[src/hdl/fte_pkg.sv]
`timescale 1ns / 1ps

package fte_pkg;

    // ascii codes and limits
    localparam logic [6:0] NEWLINE_CODE = 7'd10;
    localparam logic [6:0] ALPHA_BASE   = 7'd65;
    localparam logic [6:0] DIGIT_BASE   = 7'd48;
    localparam logic [4:0] ALPHA_COUNT  = 5'd26;
    localparam logic [7:0] WIDTH_RESET  = 8'd72;
    localparam logic [7:0] WIDTH_MIN    = 8'd2;

    // input command codes
    localparam logic CMD_DATA  = 1'b0;
    localparam logic CMD_FLUSH = 1'b1;

    // one queue entry: the 5-bit groups one input word produced
    typedef struct packed {
        logic       flush;
        logic [1:0] n_groups;
        logic [4:0] g0;
        logic [4:0] g1;
    } fte_entry_t;

    // 5-bit group to ascii character
    function automatic logic [6:0] char_of(input logic [4:0] group);
        logic [6:0] ch;
        if (group < ALPHA_COUNT)
        begin
            ch = ALPHA_BASE + {2'b00, group};
        end
        else
        begin
            ch = DIGIT_BASE + {2'b00, group - ALPHA_COUNT};
        end
        return ch;
    endfunction

endpackage

[src/hdl/five_bit_text_encoder.sv]
`timescale 1ns / 1ps

// channel   direction  tdata / data             tuser / tlast
// s_*       in         [7:0] data_byte          tuser: cmd (0 data, 1 flush)
// m_*       out        [6:0] out_char, [7] 0    tlast: final word of an input
// cfg_*     in         [7:0] line_width         none
//
// a data word is taken every cycle while the queue has room; the back end puts
// out one character or newline per cycle while the output is not stalled, so
// sustained rate is set by that output stage and by inserted newlines; a flush
// ends with a closing newline, or with no output word when the line is empty
// reset clears bit buffer, line count, queue and output; line width returns to 72
// either side can stall on its own: the queue and the output register part them

module five_bit_text_encoder #(
    parameter int QUEUE_DEPTH = 4
) (
    input  logic       clk,
    input  logic       rst_n,
    input  logic       s_tvalid,
    output logic       s_tready,
    input  logic [7:0] s_tdata,   // [7:0] data_byte
    input  logic       s_tuser,   // [0] cmd
    output logic       m_tvalid,
    input  logic       m_tready,
    output logic [7:0] m_tdata,   // [6:0] out_char, [7] zero
    output logic       m_tlast,
    input  logic       cfg_valid,
    output logic       cfg_ready,
    input  logic [7:0] cfg_data   // [7:0] line_width
);
    import fte_pkg::*;

    fte_entry_t wr_entry;
    fte_entry_t head;
    logic       push;
    logic       pop;
    logic       full;
    logic       empty;
    logic [7:0] width_reg;
    logic [6:0] out_char;

    // line width register
    assign cfg_ready = 1'b1;
    always_ff @(posedge clk or negedge rst_n)
    begin
        if (!rst_n)
        begin
            width_reg <= WIDTH_RESET;
        end
        else if (cfg_valid)
        begin
            width_reg <= cfg_data;
        end
    end

    assign s_tready = !full;
    assign push     = s_tvalid && !full;
    assign m_tdata  = {1'b0, out_char};

    fte_front u_front (
        .clk       (clk),
        .rst_n     (rst_n),
        .push      (push),
        .cmd       (s_tuser),
        .data_byte (s_tdata),
        .entry     (wr_entry)
    );

    fte_queue #(
        .DEPTH (QUEUE_DEPTH)
    ) u_queue (
        .clk      (clk),
        .rst_n    (rst_n),
        .push     (push),
        .wr_entry (wr_entry),
        .pop      (pop),
        .rd_entry (head),
        .full     (full),
        .empty    (empty)
    );

    fte_back u_back (
        .clk        (clk),
        .rst_n      (rst_n),
        .line_width (width_reg),
        .head_valid (!empty),
        .head       (head),
        .pop        (pop),
        .out_valid  (m_tvalid),
        .out_ready  (m_tready),
        .out_char   (out_char),
        .out_last   (m_tlast)
    );

endmodule

[src/hdl/fte_front.sv]
`timescale 1ns / 1ps

module fte_front (
    input  logic                clk,
    input  logic                rst_n,
    input  logic                push,
    input  logic                cmd,
    input  logic [7:0]          data_byte,
    output fte_pkg::fte_entry_t entry
);
    import fte_pkg::*;

    logic [3:0]  buf_reg;
    logic [3:0]  buf_next;
    logic [2:0]  bc_reg;
    logic [2:0]  bc_next;
    logic [11:0] combined;
    logic [3:0]  cnt;
    logic        two;
    logic [3:0]  rem;
    logic [3:0]  sh0;
    logic [3:0]  sh1;
    logic [2:0]  fsh;
    logic [7:0]  fbuf;

    // split the pending bits plus the new byte into groups
    always_comb
    begin
        combined = {buf_reg, data_byte};
        cnt      = {1'b0, bc_reg} + 4'd8;
        two      = (cnt >= 4'd10);
        sh0      = cnt - 4'd5;
        sh1      = cnt - 4'd10;
        rem      = two ? sh1 : sh0;
        fsh      = 3'd5 - bc_reg;
        fbuf     = {4'b0000, buf_reg} << fsh;
        entry    = '0;
        buf_next = buf_reg;
        bc_next  = bc_reg;
        if (cmd == CMD_FLUSH)
        begin
            entry.flush    = 1'b1;
            entry.n_groups = (bc_reg != 3'd0) ? 2'd1 : 2'd0;
            entry.g0       = fbuf[4:0];
            buf_next       = 4'd0;
            bc_next        = 3'd0;
        end
        else
        begin
            entry.flush    = 1'b0;
            entry.n_groups = two ? 2'd2 : 2'd1;
            entry.g0       = 5'(combined >> sh0);
            entry.g1       = 5'(combined >> sh1);
            buf_next       = 4'(combined & ((12'd1 << rem) - 12'd1));
            bc_next        = rem[2:0];
        end
    end

    // leftover bits
    always_ff @(posedge clk or negedge rst_n)
    begin
        if (!rst_n)
        begin
            buf_reg <= 4'd0;
            bc_reg  <= 3'd0;
        end
        else if (push)
        begin
            buf_reg <= buf_next;
            bc_reg  <= bc_next;
        end
    end

endmodule

[src/hdl/fte_queue.sv]
`timescale 1ns / 1ps

module fte_queue #(
    parameter int DEPTH = 4
) (
    input  logic                clk,
    input  logic                rst_n,
    input  logic                push,
    input  fte_pkg::fte_entry_t wr_entry,
    input  logic                pop,
    output fte_pkg::fte_entry_t rd_entry,
    output logic                full,
    output logic                empty
);
    import fte_pkg::*;

    localparam int PTR_W = (DEPTH > 1) ? $clog2(DEPTH) : 1;
    localparam int CNT_W = $clog2(DEPTH + 1);

    fte_entry_t       entries_reg [DEPTH];
    logic [PTR_W-1:0] wr_ptr_reg;
    logic [PTR_W-1:0] rd_ptr_reg;
    logic [CNT_W-1:0] count_reg;

    assign full     = (count_reg == CNT_W'(DEPTH));
    assign empty    = (count_reg == '0);
    assign rd_entry = entries_reg[rd_ptr_reg];

    // storage
    always_ff @(posedge clk)
    begin
        if (push)
        begin
            entries_reg[wr_ptr_reg] <= wr_entry;
        end
    end

    // pointers and fill count
    always_ff @(posedge clk or negedge rst_n)
    begin
        if (!rst_n)
        begin
            wr_ptr_reg <= '0;
            rd_ptr_reg <= '0;
            count_reg  <= '0;
        end
        else
        begin
            if (push)
            begin
                wr_ptr_reg <= (wr_ptr_reg == PTR_W'(DEPTH - 1)) ? '0 : wr_ptr_reg + 1'b1;
            end
            if (pop)
            begin
                rd_ptr_reg <= (rd_ptr_reg == PTR_W'(DEPTH - 1)) ? '0 : rd_ptr_reg + 1'b1;
            end
            if (push && !pop)
            begin
                count_reg <= count_reg + 1'b1;
            end
            else if (pop && !push)
            begin
                count_reg <= count_reg - 1'b1;
            end
        end
    end

endmodule

[src/hdl/fte_back.sv]
`timescale 1ns / 1ps

module fte_back (
    input  logic                clk,
    input  logic                rst_n,
    input  logic [7:0]          line_width,
    input  logic                head_valid,
    input  fte_pkg::fte_entry_t head,
    output logic                pop,
    output logic                out_valid,
    input  logic                out_ready,
    output logic [6:0]          out_char,
    output logic                out_last
);
    import fte_pkg::*;

    logic [1:0] idx_reg;
    logic [1:0] idx_next;
    logic [7:0] lc_reg;
    logic [7:0] lc_next;
    logic       ov_reg;
    logic [6:0] oc_reg;
    logic       ol_reg;
    logic       out_free;
    logic       emit;
    logic [6:0] emit_char;
    logic       emit_last;
    logic [7:0] w;
    logic       final_grp;
    logic [4:0] grp;

    assign out_free  = !ov_reg || out_ready;
    assign out_valid = ov_reg;
    assign out_char  = oc_reg;
    assign out_last  = ol_reg;

    // one character or newline per cycle from the head entry, while the output register is free
    always_comb
    begin
        w         = (line_width < WIDTH_MIN) ? WIDTH_MIN : line_width;
        final_grp = (idx_reg == head.n_groups - 2'd1);
        grp       = (idx_reg == 2'd0) ? head.g0 : head.g1;
        emit      = 1'b0;
        emit_char = NEWLINE_CODE;
        emit_last = 1'b0;
        pop       = 1'b0;
        idx_next  = idx_reg;
        lc_next   = lc_reg;
        if (head_valid && out_free)
        begin
            if (idx_reg < head.n_groups)
            begin
                emit = 1'b1;
                if (lc_reg >= w)
                begin
                    lc_next = 8'd0;
                end
                else
                begin
                    emit_char = char_of(grp);
                    lc_next   = lc_reg + 8'd1;
                    emit_last = final_grp && !head.flush;
                    if (final_grp && !head.flush)
                    begin
                        pop      = 1'b1;
                        idx_next = 2'd0;
                    end
                    else
                    begin
                        idx_next = idx_reg + 2'd1;
                    end
                end
            end
            else
            begin
                // flush tail: closing newline on a non-empty line
                emit      = (lc_reg != 8'd0);
                emit_last = 1'b1;
                pop       = 1'b1;
                idx_next  = 2'd0;
                lc_next   = 8'd0;
            end
        end
    end

    // sequencing state
    always_ff @(posedge clk or negedge rst_n)
    begin
        if (!rst_n)
        begin
            idx_reg <= 2'd0;
            lc_reg  <= 8'd0;
            ov_reg  <= 1'b0;
        end
        else
        begin
            idx_reg <= idx_next;
            lc_reg  <= lc_next;
            if (out_free)
            begin
                ov_reg <= emit;
            end
        end
    end

    // output word register
    always_ff @(posedge clk)
    begin
        if (out_free && emit)
        begin
            oc_reg <= emit_char;
            ol_reg <= emit_last;
        end
    end

endmodule

[config.mk]
export PLATFORM = sky130hd
export DESIGN_NAME = five_bit_text_encoder
export DESIGN_NICKNAME = d
export VERILOG_FILES = /design/src/hdl/fte_pkg.sv /design/src/hdl/five_bit_text_encoder.sv /design/src/hdl/fte_front.sv /design/src/hdl/fte_queue.sv /design/src/hdl/fte_back.sv
export SDC_FILE = /design/constraint.sdc
export NUM_CORES = 1
export LEC_CHECK = 0
export ABC_AREA = 1
export BUFFER_PORTS_ARGS = -buffer_cell sky130_fd_sc_hd__buf_2
export CAP_MARGIN = 20
export CORE_ASPECT_RATIO = 0.5
export CORE_MARGIN = 5
export CORE_UTILIZATION = 47
export CTS_BUF_LIST = sky130_fd_sc_hd__clkbuf_8
export CTS_CLUSTER_DIAMETER = 120
export DETAILED_ROUTE_END_ITERATION = 16
export GPL_ROUTABILITY_DRIVEN = 0
export PLACE_DENSITY = 0.77
export SLEW_MARGIN = 20
export SYNTH_ARGS = -nofsm -noshare
export SYNTH_HDL_FRONTEND = slang
export SYNTH_SLANG_ARGS = --single-unit
[constraint.sdc]
create_clock -name clk -period 2.7 [get_ports clk]
set_clock_uncertainty 0.15 [all_clocks]
set_input_delay 0 -clock clk [delete_from_list [all_inputs] [get_ports clk]]
set_output_delay 0 -clock clk [all_outputs]
set_load 0.02 [all_outputs]
==> flow_summary.json <==
{
  "yosys-top-cells-count": "160 x nand2_1, 92 x inv_1, 60 x edfxtp_1, 56 x o21ai_0, 46 x nand3_1",
  "startpoint_type": "flip-flop",
  "core_sq_um": 11100,
  "worstReg2RegEnd": "u_queue.count_reg[2]",
  "n_fill_cell": 932,
  "layout-drive-gt1-share": 0.148,
  "slew_violations": 0,
  "grt_pass1_vias": 4299,
  "fin_nets": 771,
  "r2r_cells": 19,
  "numCtsBuffers": 9,
  "arrival_ps": 3000,
  "ys_warn_count": 0,
  "min_to": "u_front.buf_reg[1]",
  "status": "finished, violations left",
  "yosysTopAreaCellShare": 0.336,
  "port_buffers": 31,
  "synth.cell_area_sq_um": 5360,
  "path_clk_slew_ps": 100,
  "cts.sinks": 93,
  "period_needed_ps": 2900,
  "setup_slack_ps": -199,
  "firstDrtPassIters": 5,
  "synth_most_common_cell": "nand2_1",
  "clk_latency_ps": 380,
  "largest_reg_flops": 52,
  "relSlewSlack": 0.475,
  "yosysSeqAreaShare": 0.491,
  "antenna_left": 0,
  "cp-end-kind": "flip-flop",
  "syn_area_per_cell_sq_um": 8.49,
  "hold_viol_final": 0,
  "fmax_ghz": 0.345,
  "antenna_found_initial": 0,
  "violations": "negative setup slack",
  "drt-initial-drc-count": 451,
  "worstMarginPinSlew_ps": 787,
  "power.internal_mw": 4.34,
  "wl_um": 12700,
  "fp.dieH_um": 85.5,
  "swShare": 0.450,
  "drt-wirelength-per-cell_um": 14.6,
  "track_usage": 0.191,
  "grt-ovfl-total": 0,
  "grt_pass1_wl_um": 21300,
  "ys_types": 45,
  "maxCapViolCount": 0,
  "critPathRequiredTime_ps": 2800,
  "reg2reg_from": "width_reg[4]",
  "synth_edf_count": 60,
  "cts_tree": "done",
  "crit_type": "flip-flop to flip-flop",
  "routed-via-count": 4575,
  "grt_max_degree": 34,
  "cts_root_buffer": "clkbuf_8",
  "min_from": "s_tvalid",
  "start_util": 0.484,
  "syn2layout_area_growth_pct": 19.8,
  "seq_power_share": 0.298,
  "ioPinCount": 34,
  "die_area_sq_um": 13800,
  "vdd_drop_max_uv": 453,
  "multiInputGateArea_sq_um": 2290,
  "r2r_slack_ps": -200,
  "place_ws_ps": -244,
  "ys_async_sr_fraction": 0.355,
  "p_sw_mw": 3.55,
  "rsz0062_at_grt": "yes",
  "regArea_sq_um": 2630,
  "rows": 27,
  "synth_fp_nets": 682,
  "routed_via_density": 5.26,
  "synth-main-ff-cell": "edfxtp_1",
  "timing.final.crit_share": 1.07,
  "htreeDepth": 3,
  "dpl_cell_area_sq_um": 5850,
  "p_per_area_nw_per_um2": 1230,
  "synth_cells": 631,
  "antenna_cells": 0,
  "synthTopCellsByArea": "edfxtp_1 34%, dfrtp_1 14%, nand2_1 11%, ha_1 6.5%, inv_1 6.4%",
  "stdcell_area_sq_um": 6420,
  "clk_path_buf_depth": 2,
  "leakage_nw": 2.93,
  "worst-path-max-fanout": 2,
  "hold_depth": 5,
  "setup_violations": 2,
  "route.detailed.drc": 0,
  "synth-seq-cells": 93,
  "die_w_um": 161,
  "clock_power_share": 0.131,
  "yosysTopAreaCell": "edfxtp_1",
  "dp_hpwl_um": 8800,
  "comb_power_share": 0.571,
  "hold_path.class": "input port to flip-flop"
}
-- layout by cell type, fill, tap and decap left out, types with 9 or more instances in the layout --
cell,synthesis,routed
buf_4,3,36
edfxtp_1,60,60
o21ai_0,56,54
nand2_1,160,159
ha_1,28,27
buf_2,10,31
dlygate4sd3_1,0,30
nand3_1,46,46
inv_1,92,91
a21oi_1,28,25
dfrtp_1,31,31
clkbuf_8,0,9
o22ai_1,10,10
nor2_1,38,38
-- layer usage --
metal  global-route usage  vias up  routed length, um
li1                     -     2272                  -
met1                0.255     2114               5810
met2                0.323      172               5940
met3               0.0427       17                800
met4               0.0449        0                150
met5                    0        -                  0
-- per-stage QoR --
step	setup TNS, ps	std cells	power, mW	hold slack, ps	util
after floorplan	-54.2	631	5.29	-446	-
after global placement	-76.1	821	6.39	-43.7	0.528
after detailed placement	-381	821	6.56	-35.5	0.528
after CTS	-292	869	7.74	24.3	0.577
after global routing	-801	870	8.58	80.1	0.579
final	-353	870	7.89	67.3	0.579
-- cell families (layout without fill, tap and decap cells) --
| family | Yosys count | after routing | share of synthesized area |
|---|---|---|---|
| AND/OR/NAND/NOR | 261 | 261 | 0.203 |
| AO/OA/AOI/OAI | 117 | 117 | 0.125 |
| buffers and inverters | 117 | 211 | 0.0892 |
| flip-flops | 93 | 93 | 0.491 |
| adder cells (fa/ha/maj) | 29 | 29 | 0.0691 |
| XOR/XNOR | 11 | 11 | 0.0194 |
| other | 2 | 2 | 0.00140 |
| multiplexers | 1 | 1 | 0.00210 |
-- critical path, cell delays in order, from the launching register on --
cell and delay, ps:
dfrtp_1 400, inv_1 80, nand4_1 120, nor4_2 200, nor2_1 70, ha_1 300, nand2_1 60, nand2_1 60
nand2_1 50, nand2_1 50, nand2_1 50, nand4_1 110, nand2_2 80, nand2_2 110, ha_4 130, inv_2 40
fa_2 350, a21oi_2 140, o21ai_1 80, xor2_1 140
-- layout make-up --
class                      count  share of cell area
multi-input combinational    421               0.357
tap                          145              0.0283
inverter                      98              0.0577
timing repair buffer          97               0.113
clock buffer                   9              0.0193
clock inverter                 7              0.0150
sequential                    93               0.410
-- how the worst max path moves through the flow --
stage                  from                   end  slack [ps]  depth (start not counted)
2_1_floorplan  width_reg[7]  u_queue.count_reg[2]         -50                         19
3_3_place_gp   width_reg[7]  u_queue.count_reg[2]         -80                         19
3_5_place_dp   width_reg[5]  u_queue.count_reg[2]        -240                         19
4_1_cts        width_reg[5]  u_queue.count_reg[2]        -160                         19
5_1_grt        width_reg[7]  u_queue.count_reg[2]        -410                         19
6_report       width_reg[4]  u_queue.count_reg[2]        -200                         19
-- what timing repair did --
| action | CTS | global route |
|---|---|---|
| setup endpoints to repair | 2 | 14 |
| gates resized for setup | 5 | 6 |
| pin swaps | 0 | 1 |
| setup buffers | 2 | 1 |
| hold endpoints to repair | 50 | 0 |
| hold buffers | 30 | 0 |
-- power groups by stage --
stage / registers [mW] / clock network [mW] / logic (mW)
after floorplan: 2.42 / 0 / 2.87
after global placement: 2.36 / 0 / 4.03
after detailed placement: 2.38 / 0 / 4.18
after CTS: 2.35 / 1.04 / 4.35
after global routing: 2.39 / 1.12 / 5.07
final: 2.35 / 1.03 / 4.50
Note: power is estimated with default switching activity, not from simulation.
